File: config.mk
export PLATFORM = sky130hd
export DESIGN_NAME = lru_frame_replacer_unit
export DESIGN_NICKNAME = d
export VERILOG_FILES = /design/src/rtl/core/lrufr_pkg.sv /design/src/rtl/core/lrufr_link_mem.sv /design/src/rtl/core/lru_frame_replacer_unit.sv
export SDC_FILE = /design/constraint.sdc
export NUM_CORES = 1
export LEC_CHECK = 0
export BUFFER_PORTS_ARGS = -buffer_cell sky130_fd_sc_hd__clkbuf_2
export CORE_MARGIN = 3
export CORE_UTILIZATION = 56
export CTS_BUF_LIST = sky130_fd_sc_hd__clkbuf_16
export CTS_CLUSTER_SIZE = 25
export DETAILED_ROUTE_END_ITERATION = 8
export PLACE_DENSITY = 0.76
export SYNTH_ARGS = -nofsm -noshare
export SYNTH_HDL_FRONTEND = slang
export SYNTH_SLANG_ARGS = --single-unit
File: constraint.sdc
create_clock -name clk -period 2.75 [get_ports clk]
set_input_delay 0.275 -clock clk [delete_from_list [all_inputs] [get_ports clk]]
set_output_delay 0.275 -clock clk [all_outputs]
set_load 0.02 [all_outputs]
File: src/rtl/core/lrufr_pkg.sv
`timescale 1ns / 1ps
// ----------------------------------------------------------------------------
// lrufr_pkg
// Request codes and fixed word layouts for the LRU frame replacer.
// ----------------------------------------------------------------------------
package lrufr_pkg;

  localparam int REQ_W       = 2;
  localparam int FRAME_NUM_W = 4;
  localparam int COUNT_W     = 5;

  localparam logic [REQ_W-1:0] OP_VICTIM = 2'd0;
  localparam logic [REQ_W-1:0] OP_PIN    = 2'd1;
  localparam logic [REQ_W-1:0] OP_UNPIN  = 2'd2;

  // Input word: req_type, frame_num.
  localparam int IN_DATA_W  = 8;
  // Output word: victim_valid, victim_frame, evictable_count.
  localparam int OUT_DATA_W = 16;

  typedef struct packed {
    logic                   victim_valid;
    logic [FRAME_NUM_W-1:0] victim_frame;
    logic [COUNT_W-1:0]     evictable_count;
  } result_t;

endpackage

File: src/rtl/core/lrufr_link_mem.sv
`timescale 1ns / 1ps
// ----------------------------------------------------------------------------
// lrufr_link_mem
// Forward and backward link memories of the replacement order, indexed by
// frame number, each with one write port and a registered read port.
// ----------------------------------------------------------------------------
module lrufr_link_mem #(
  parameter int DEPTH = 16,
  parameter int AW    = 4
) (
  input  logic          clk,
  input  logic          rd_en,
  input  logic [AW-1:0] rd_addr,
  output logic [AW-1:0] rd_next,
  output logic [AW-1:0] rd_prev,
  input  logic          next_wr_en,
  input  logic [AW-1:0] next_wr_addr,
  input  logic [AW-1:0] next_wr_data,
  input  logic          prev_wr_en,
  input  logic [AW-1:0] prev_wr_addr,
  input  logic [AW-1:0] prev_wr_data
);

  logic [AW-1:0] next_mem [DEPTH];
  logic [AW-1:0] prev_mem [DEPTH];

  always_ff @(posedge clk) begin
    if (next_wr_en) begin
      next_mem[next_wr_addr] <= next_wr_data;
    end
    if (rd_en) begin
      rd_next <= next_mem[rd_addr];
    end
  end

  always_ff @(posedge clk) begin
    if (prev_wr_en) begin
      prev_mem[prev_wr_addr] <= prev_wr_data;
    end
    if (rd_en) begin
      rd_prev <= prev_mem[rd_addr];
    end
  end

endmodule

File: src/rtl/core/lru_frame_replacer_unit.sv
`timescale 1ns / 1ps
// ----------------------------------------------------------------------------
// lru_frame_replacer_unit
// Tracks evictable buffer-pool frames in unpin order as a linked list held in
// two link memories, with head, tail, count and per-frame held bits in
// registers.
//
//   Channel  Dir  Carries
//   s_axis   in   one request word per handshake
//   m_axis   out  one result word per request
//
// For each request, the accept edge reads the frame's links (or the head's
// links for a victim); the commit edge, which a held result can delay, writes
// back the relinked neighbours and loads the result register.
// Reset clears head, tail, count and the held bits at once; the link
// memories need no clearing.
// A waiting result does not stop the next request from being accepted; the
// block only stalls when a new result is ready and the old one is still held.
// ----------------------------------------------------------------------------
module lru_frame_replacer_unit
  import lrufr_pkg::*;
#(
  parameter int FRAMES = 16
) (
  input  logic                  clk,
  input  logic                  rst,
  input  logic                  s_axis_tvalid,
  output logic                  s_axis_tready,
  // [1:0] req_type, [5:2] frame_num, [7:6] zero
  input  logic [IN_DATA_W-1:0]  s_axis_tdata,
  output logic                  m_axis_tvalid,
  input  logic                  m_axis_tready,
  // [0] victim_valid, [4:1] victim_frame, [9:5] evictable_count, [15:10] zero
  output logic [OUT_DATA_W-1:0] m_axis_tdata
);

  localparam int FW = (FRAMES > 1) ? $clog2(FRAMES) : 1;
  localparam int CW = $clog2(FRAMES + 1);
  localparam logic [CW-1:0] FULL = CW'(FRAMES);

  localparam logic ST_IDLE = 1'b0;
  localparam logic ST_EXEC = 1'b1;

  logic                   state;
  logic [FW-1:0]          head;
  logic [FW-1:0]          tail;
  logic [CW-1:0]          held;
  logic [FRAMES-1:0]      used;
  logic [REQ_W-1:0]       op;
  logic [FW-1:0]          fr;
  logic                   fr_ok;

  logic [FW-1:0]          head_next;
  logic [FW-1:0]          tail_next;
  logic [CW-1:0]          held_next;
  logic [FRAMES-1:0]      used_next;
  result_t                res;

  logic                   s_accept;
  logic                   commit;
  logic [REQ_W-1:0]       in_op;
  logic [FRAME_NUM_W-1:0] in_frame;
  logic [FW-1:0]          in_idx;

  logic [FW-1:0]          rd_next;
  logic [FW-1:0]          rd_prev;
  logic                   next_wr_en;
  logic [FW-1:0]          next_wr_addr;
  logic [FW-1:0]          next_wr_data;
  logic                   prev_wr_en;
  logic [FW-1:0]          prev_wr_addr;
  logic [FW-1:0]          prev_wr_data;

  assign in_op    = s_axis_tdata[REQ_W-1:0];
  assign in_frame = s_axis_tdata[REQ_W+FRAME_NUM_W-1:REQ_W];
  assign in_idx   = FW'(in_frame);

  assign s_axis_tready = (state == ST_IDLE);
  assign s_accept      = s_axis_tvalid && s_axis_tready;
  assign commit        = (state == ST_EXEC) && (!m_axis_tvalid || m_axis_tready);

  lrufr_link_mem #(
    .DEPTH (FRAMES),
    .AW    (FW)
  ) u_link_mem (
    .clk          (clk),
    .rd_en        (s_accept),
    .rd_addr      ((in_op == OP_VICTIM) ? head : in_idx),
    .rd_next      (rd_next),
    .rd_prev      (rd_prev),
    .next_wr_en   (next_wr_en),
    .next_wr_addr (next_wr_addr),
    .next_wr_data (next_wr_data),
    .prev_wr_en   (prev_wr_en),
    .prev_wr_addr (prev_wr_addr),
    .prev_wr_data (prev_wr_data)
  );

  // Relinking. The stale backward link of the head and the forward link of
  // the tail are never followed, since head and tail are compared directly.
  always_comb begin
    head_next    = head;
    tail_next    = tail;
    held_next    = held;
    used_next    = used;
    next_wr_en   = 1'b0;
    next_wr_addr = rd_prev;
    next_wr_data = rd_next;
    prev_wr_en   = 1'b0;
    prev_wr_addr = rd_next;
    prev_wr_data = rd_prev;
    res          = '0;
    unique case (op)
      OP_VICTIM: begin
        if (held != '0) begin
          res.victim_valid = 1'b1;
          res.victim_frame = FRAME_NUM_W'(head);
          used_next[head]  = 1'b0;
          head_next        = rd_next;
          held_next        = held - CW'(1);
        end
      end
      OP_PIN: begin
        if (fr_ok && used[fr]) begin
          used_next[fr] = 1'b0;
          held_next     = held - CW'(1);
          if (fr == head && fr == tail) begin
            head_next = head;
          end else if (fr == head) begin
            head_next = rd_next;
          end else if (fr == tail) begin
            tail_next = rd_prev;
          end else begin
            next_wr_en = commit;
            prev_wr_en = commit;
          end
        end
      end
      OP_UNPIN: begin
        if (fr_ok && !used[fr] && held < FULL) begin
          used_next[fr] = 1'b1;
          held_next     = held + CW'(1);
          tail_next     = fr;
          if (held == '0) begin
            head_next = fr;
          end else begin
            next_wr_en   = commit;
            next_wr_addr = tail;
            next_wr_data = fr;
            prev_wr_en   = commit;
            prev_wr_addr = fr;
            prev_wr_data = tail;
          end
        end
      end
      default: begin
        res = '0;
      end
    endcase
    res.evictable_count = COUNT_W'(held_next);
  end

  always_ff @(posedge clk) begin
    if (s_accept) begin
      op    <= in_op;
      fr    <= in_idx;
      fr_ok <= (32'(in_frame) < FRAMES);
    end
    if (commit) begin
      m_axis_tdata <= OUT_DATA_W'({res.evictable_count, res.victim_frame,
                                   res.victim_valid});
    end
  end

  always_ff @(posedge clk) begin
    if (rst) begin
      state         <= ST_IDLE;
      head          <= '0;
      tail          <= '0;
      held          <= '0;
      used          <= '0;
      m_axis_tvalid <= 1'b0;
    end else begin
      if (s_accept) begin
        state <= ST_EXEC;
      end else if (commit) begin
        state <= ST_IDLE;
      end
      if (commit) begin
        head          <= head_next;
        tail          <= tail_next;
        held          <= held_next;
        used          <= used_next;
        m_axis_tvalid <= 1'b1;
      end else if (m_axis_tready) begin
        m_axis_tvalid <= 1'b0;
      end
    end
  end

  a_accept_to_exec: assert property (@(posedge clk) disable iff (rst)
    s_accept |=> state == ST_EXEC)
    else $error("accepted request did not move to the execute cycle");

  a_count_matches_used: assert property (@(posedge clk) disable iff (rst)
    32'(held) == $countones(used))
    else $error("held count disagrees with the held bits");

  a_result_from_exec: assert property (@(posedge clk) disable iff (rst)
    $rose(m_axis_tvalid) |-> $past(state) == ST_EXEC)
    else $error("result word appeared without an execute cycle");

endmodule

==> summary.md <==
| Metric | Value |
|---|---|
| Status | `finished with violations` |
| Failing checks | `negative setup slack` |
| Synth Warn # | `0` |
| Endpoints failing hold | `0` |
| Max-cap violations | `0` |
| Die Area | `17300 sq um` |
| CTS buffer count | `17` |
| Final net count | `772` |
| Syn Std Cell Area | `8810 sq um` |
| Layout cells sized above 1 | `33.1%` |
| Placed cells | `937` |
| Vias in the first global route | `6122` |
| Most numerous cell in the Yosys netlist | `edfxtp_1` |
| Worst min-delay path class | `input port to register` |
| Maximum number of pins on one net before global-route repair | `33` |
| Number of flops mapped to enable cells by yosys | `152` |
| R2r worst-path depth | `10` |
| CP Launch Point | `fr[0]$_DFFE_PP_` |
| Pleak | `3.76 nW` |
| Congestion Overflow GR | `0` |
| Crit path DAT | `3.02 ns` |
| Cell taking the most area after synthesis | `edfxtp_1` |
| DRT Pass-1 Iters | `6` |
| Final cell count without fillers | `976` |
| FF+latch area | `5180 sq um` |
| Setup WS post-layout | `-0.110 ns` |
| RSZ-0062 raised after global routing | `true` |
| IO Count | `30` |
| Clock root buffer | `clkbuf_16` |
| CTS clk-pin slew, worst paths | `0.07 ns` |
| Layout fillers | `1007` |
| Clk buf depth | `2` |
| First-pass GRT wire length | `33.7 mm` |
| Drc violations | `0` |
| CTS tree | `built` |
| Max-slew violations | `0` |
| Flops & latches, synth | `183` |
| Yosys cell types | `67` |
| Multi-input logic area | `3700 sq um` |
| Clk_lat worst skew | `0.44 ns` |
| Final worst path period share | `104%` |
| Main area contributors after synthesis | `edfxtp_1 (52%), mux4_2 (8.4%), dfxtp_1 (7.0%), mux2i_1 (3.4%), mux2_2 (2.6%)` |
| 1st-iter DRT viols | `806` |
| Pwr dens | `576 nW/um^2` |
| Height of the die | `131 um` |
| WL/cell | `22.6 um` |
| Initial antenna violation count | `0` |
| CP Data Required Time | `2.91 ns` |
| Crit Path Max Fanout | `7` |
| GPL Wtd Cong | `0.941` |
| VDD IR max | `0.602 mV` |
| Diode count | `0` |
| H-tree levels | `4` |
| CP endpoint kind | `register` |
| Wirelength, routed | `22.0 mm` |
| Tot GR Track Use | `25.2%` |
| Clk sinks | `183` |
| WS Path Type | `register to register` |
| Synth top cells by count | `edfxtp_1 (152), nor2_1 (38), nor3_1 (38), mux4_2 (33), dfxtp_1 (31)` |
| Site Rows | `45` |
| Met3 WL post-DR | `1.60 mm` |
| End-of-flow core utilization | `70.1%` |
| CP endpoint | `u_link_mem.prev_mem[5][3]$_DFFE_PP_` |
| Crit Reg-Reg Endpoint | `u_link_mem.prev_mem[5][3]$_DFFE_PP_` |
| DRT antenna net count | `0` |
| Initial Util | `57.5%` |
| Syn Area/Cell | `13.4 sq um` |
| Port bufs | `21` |
| Endpoints failing setup | `82` |
| Minimum clock period | `2.86 ns` |
| Clk_skew | `0.0115 ns` |
| Core Area | `15300 sq um` |
| Seq/Total Area, Yosys | `58.9%` |
| Worst slew pin tran | `0.752 ns` |
| Post-synth ARST share | `0%` |
| CP Launch Type | `register` |
| M1 wire length | `8.60 mm` |
| Avg Vias per Cell | `6.40` |
| Die width | `131 um` |
| FF-to-FF Start | `fr[0]$_DFFE_PP_` |
| Fmax | `350 MHz` |
| Main flop type after synthesis | `edfxtp_1` |
| Via count | `6246` |
| DP Wirelength | `13.8 mm` |
| Area growth from synthesis to layout | `21.9%` |
| Met2 wire length | `11.4 mm` |
| Flop2flop setup slack | `-0.11 ns` |
| Synth top area share | `51.8%` |
| Rel. slew slack | `49.8%` |
| Uppermost layer routed | `met4` |
| Synthesized instance count | `658` |
-- layout make-up --
| cell class | count | share of cell area [%] |
|---|---|---|
| Clock buffer | 17 | 3.96 |
| Clock inverter | 13 | 1.07 |
| Inverter | 28 | 0.979 |
| Multi-Input combinational cell | 409 | 34.4 |
| Sequential cell | 183 | 48.3 |
| Tap cell | 211 | 2.46 |
| Timing Repair Buffer | 115 | 8.79 |
-- flip-flops by register name (all words and copies together), names as in the netlist --
signal	flops
u_link_mem.rd_prev	4
used	16
u_link_mem.prev_mem	64
m_axis_tvalid	1
head	4
u_link_mem.rd_next	4
state	1
u_link_mem.next_mem	64
m_axis_tdata	10
tail	4
held	5
op	2
fr	4
-- cell families after synthesis --
family | synth area share, %
adders and majority gates | 0.852
muxes | 14.4
buffers and inverters | 3.82
xor gates and xnor gates | 0.795
DFF | 58.9
other | 0.0426
and+or+nand+nor | 11.3
AOI/OAI and AO/OA | 9.89
-- how the worst min path moves through the flow --
stage | startpoint | to | slack [ns] | cells after the start
floorplan | s_axis_tdata[2] | fr[0]$_DFFE_PP_ | 0.37 | 0
global placement | s_axis_tdata[1] | op[1]$_DFFE_PP_ | 0.49 | 1
detailed placement | s_axis_tdata[1] | op[1]$_DFFE_PP_ | 0.48 | 1
CTS | s_axis_tdata[1] | op[1]$_DFFE_PP_ | 0.03 | 1
global route | s_axis_tdata[1] | op[1]$_DFFE_PP_ | 0.03 | 1
finish | s_axis_tdata[0] | op[0]$_DFFE_PP_ | 0.04 | 1
-- per-layer routing --
metal	global-route usage [%]	vias to the layer above
met5	0	-
met4	7.99	0
met3	6.43	49
met2	42.8	355
met1	31.9	3092
li1	-	2750
-- worst max-delay path: stages, from the launching register on --
cell and delay (ns):
edfxtp_1 0.38, buf_6 0.15, mux2i_1 0.12, mux4_2 0.55, o32a_1 0.22, or2_4 0.25
buf_4 0.14, a21o_4 0.25, buf_6 0.15, nor3_4 0.22, buf_6 0.14
-- where the power goes --
part           internal, W  switching [W]
logic             0.000310       0.000485
registers          0.00308      0.0000395
clock network      0.00118        0.00110
-- through the flow --
stage / hold WS (ns) / setup TNS (ns) / power (W) / instance area [sq um] / setup WS (ns)
2_1_floorplan: 0.374 / -1.05 / 0.00362 / 8830 / -0.0843
5_1_grt: 0.0294 / -9.90 / 0.00639 / 10700 / -0.156
3_3_place_gp: 0.486 / -2.48 / 0.00386 / 9680 / -0.0952
3_5_place_dp: 0.484 / -9.56 / 0.00388 / 9680 / -0.213
6_report: 0.0426 / -3.93 / 0.00619 / 10700 / -0.110
4_1_cts: 0.0321 / -2.85 / 0.00615 / 10500 / -0.142
-- layout by cell type (no fill, tap or decap), drive strengths merged, types with 7 or more instances in the layout --
cell / n
mux4: 33
nand3: 10
a31oi: 8
nor2b: 22
buf: 92
o31ai: 8
o21ai: 21
a211o: 14
edfxtp: 152
nand4: 7
nor3: 39
nand2: 26
mux2i: 30
a21oi: 13
dfxtp: 31
nand2b: 12
xnor2: 8
a211oi: 11
inv: 34
o22ai: 15
clkbuf: 40
nor2: 38
mux2: 20
-- timing repair --
item                       in CTS  in global routing
resized for setup              46                 43
setup endpoints to repair     124                129
hold buffers                    0                  0
pin swaps                      13                 12
hold endpoints to repair        0                  0
setup buffers                   2                  5
cloned                          1                  2
Note: power is estimated with default switching activity, not from simulation.
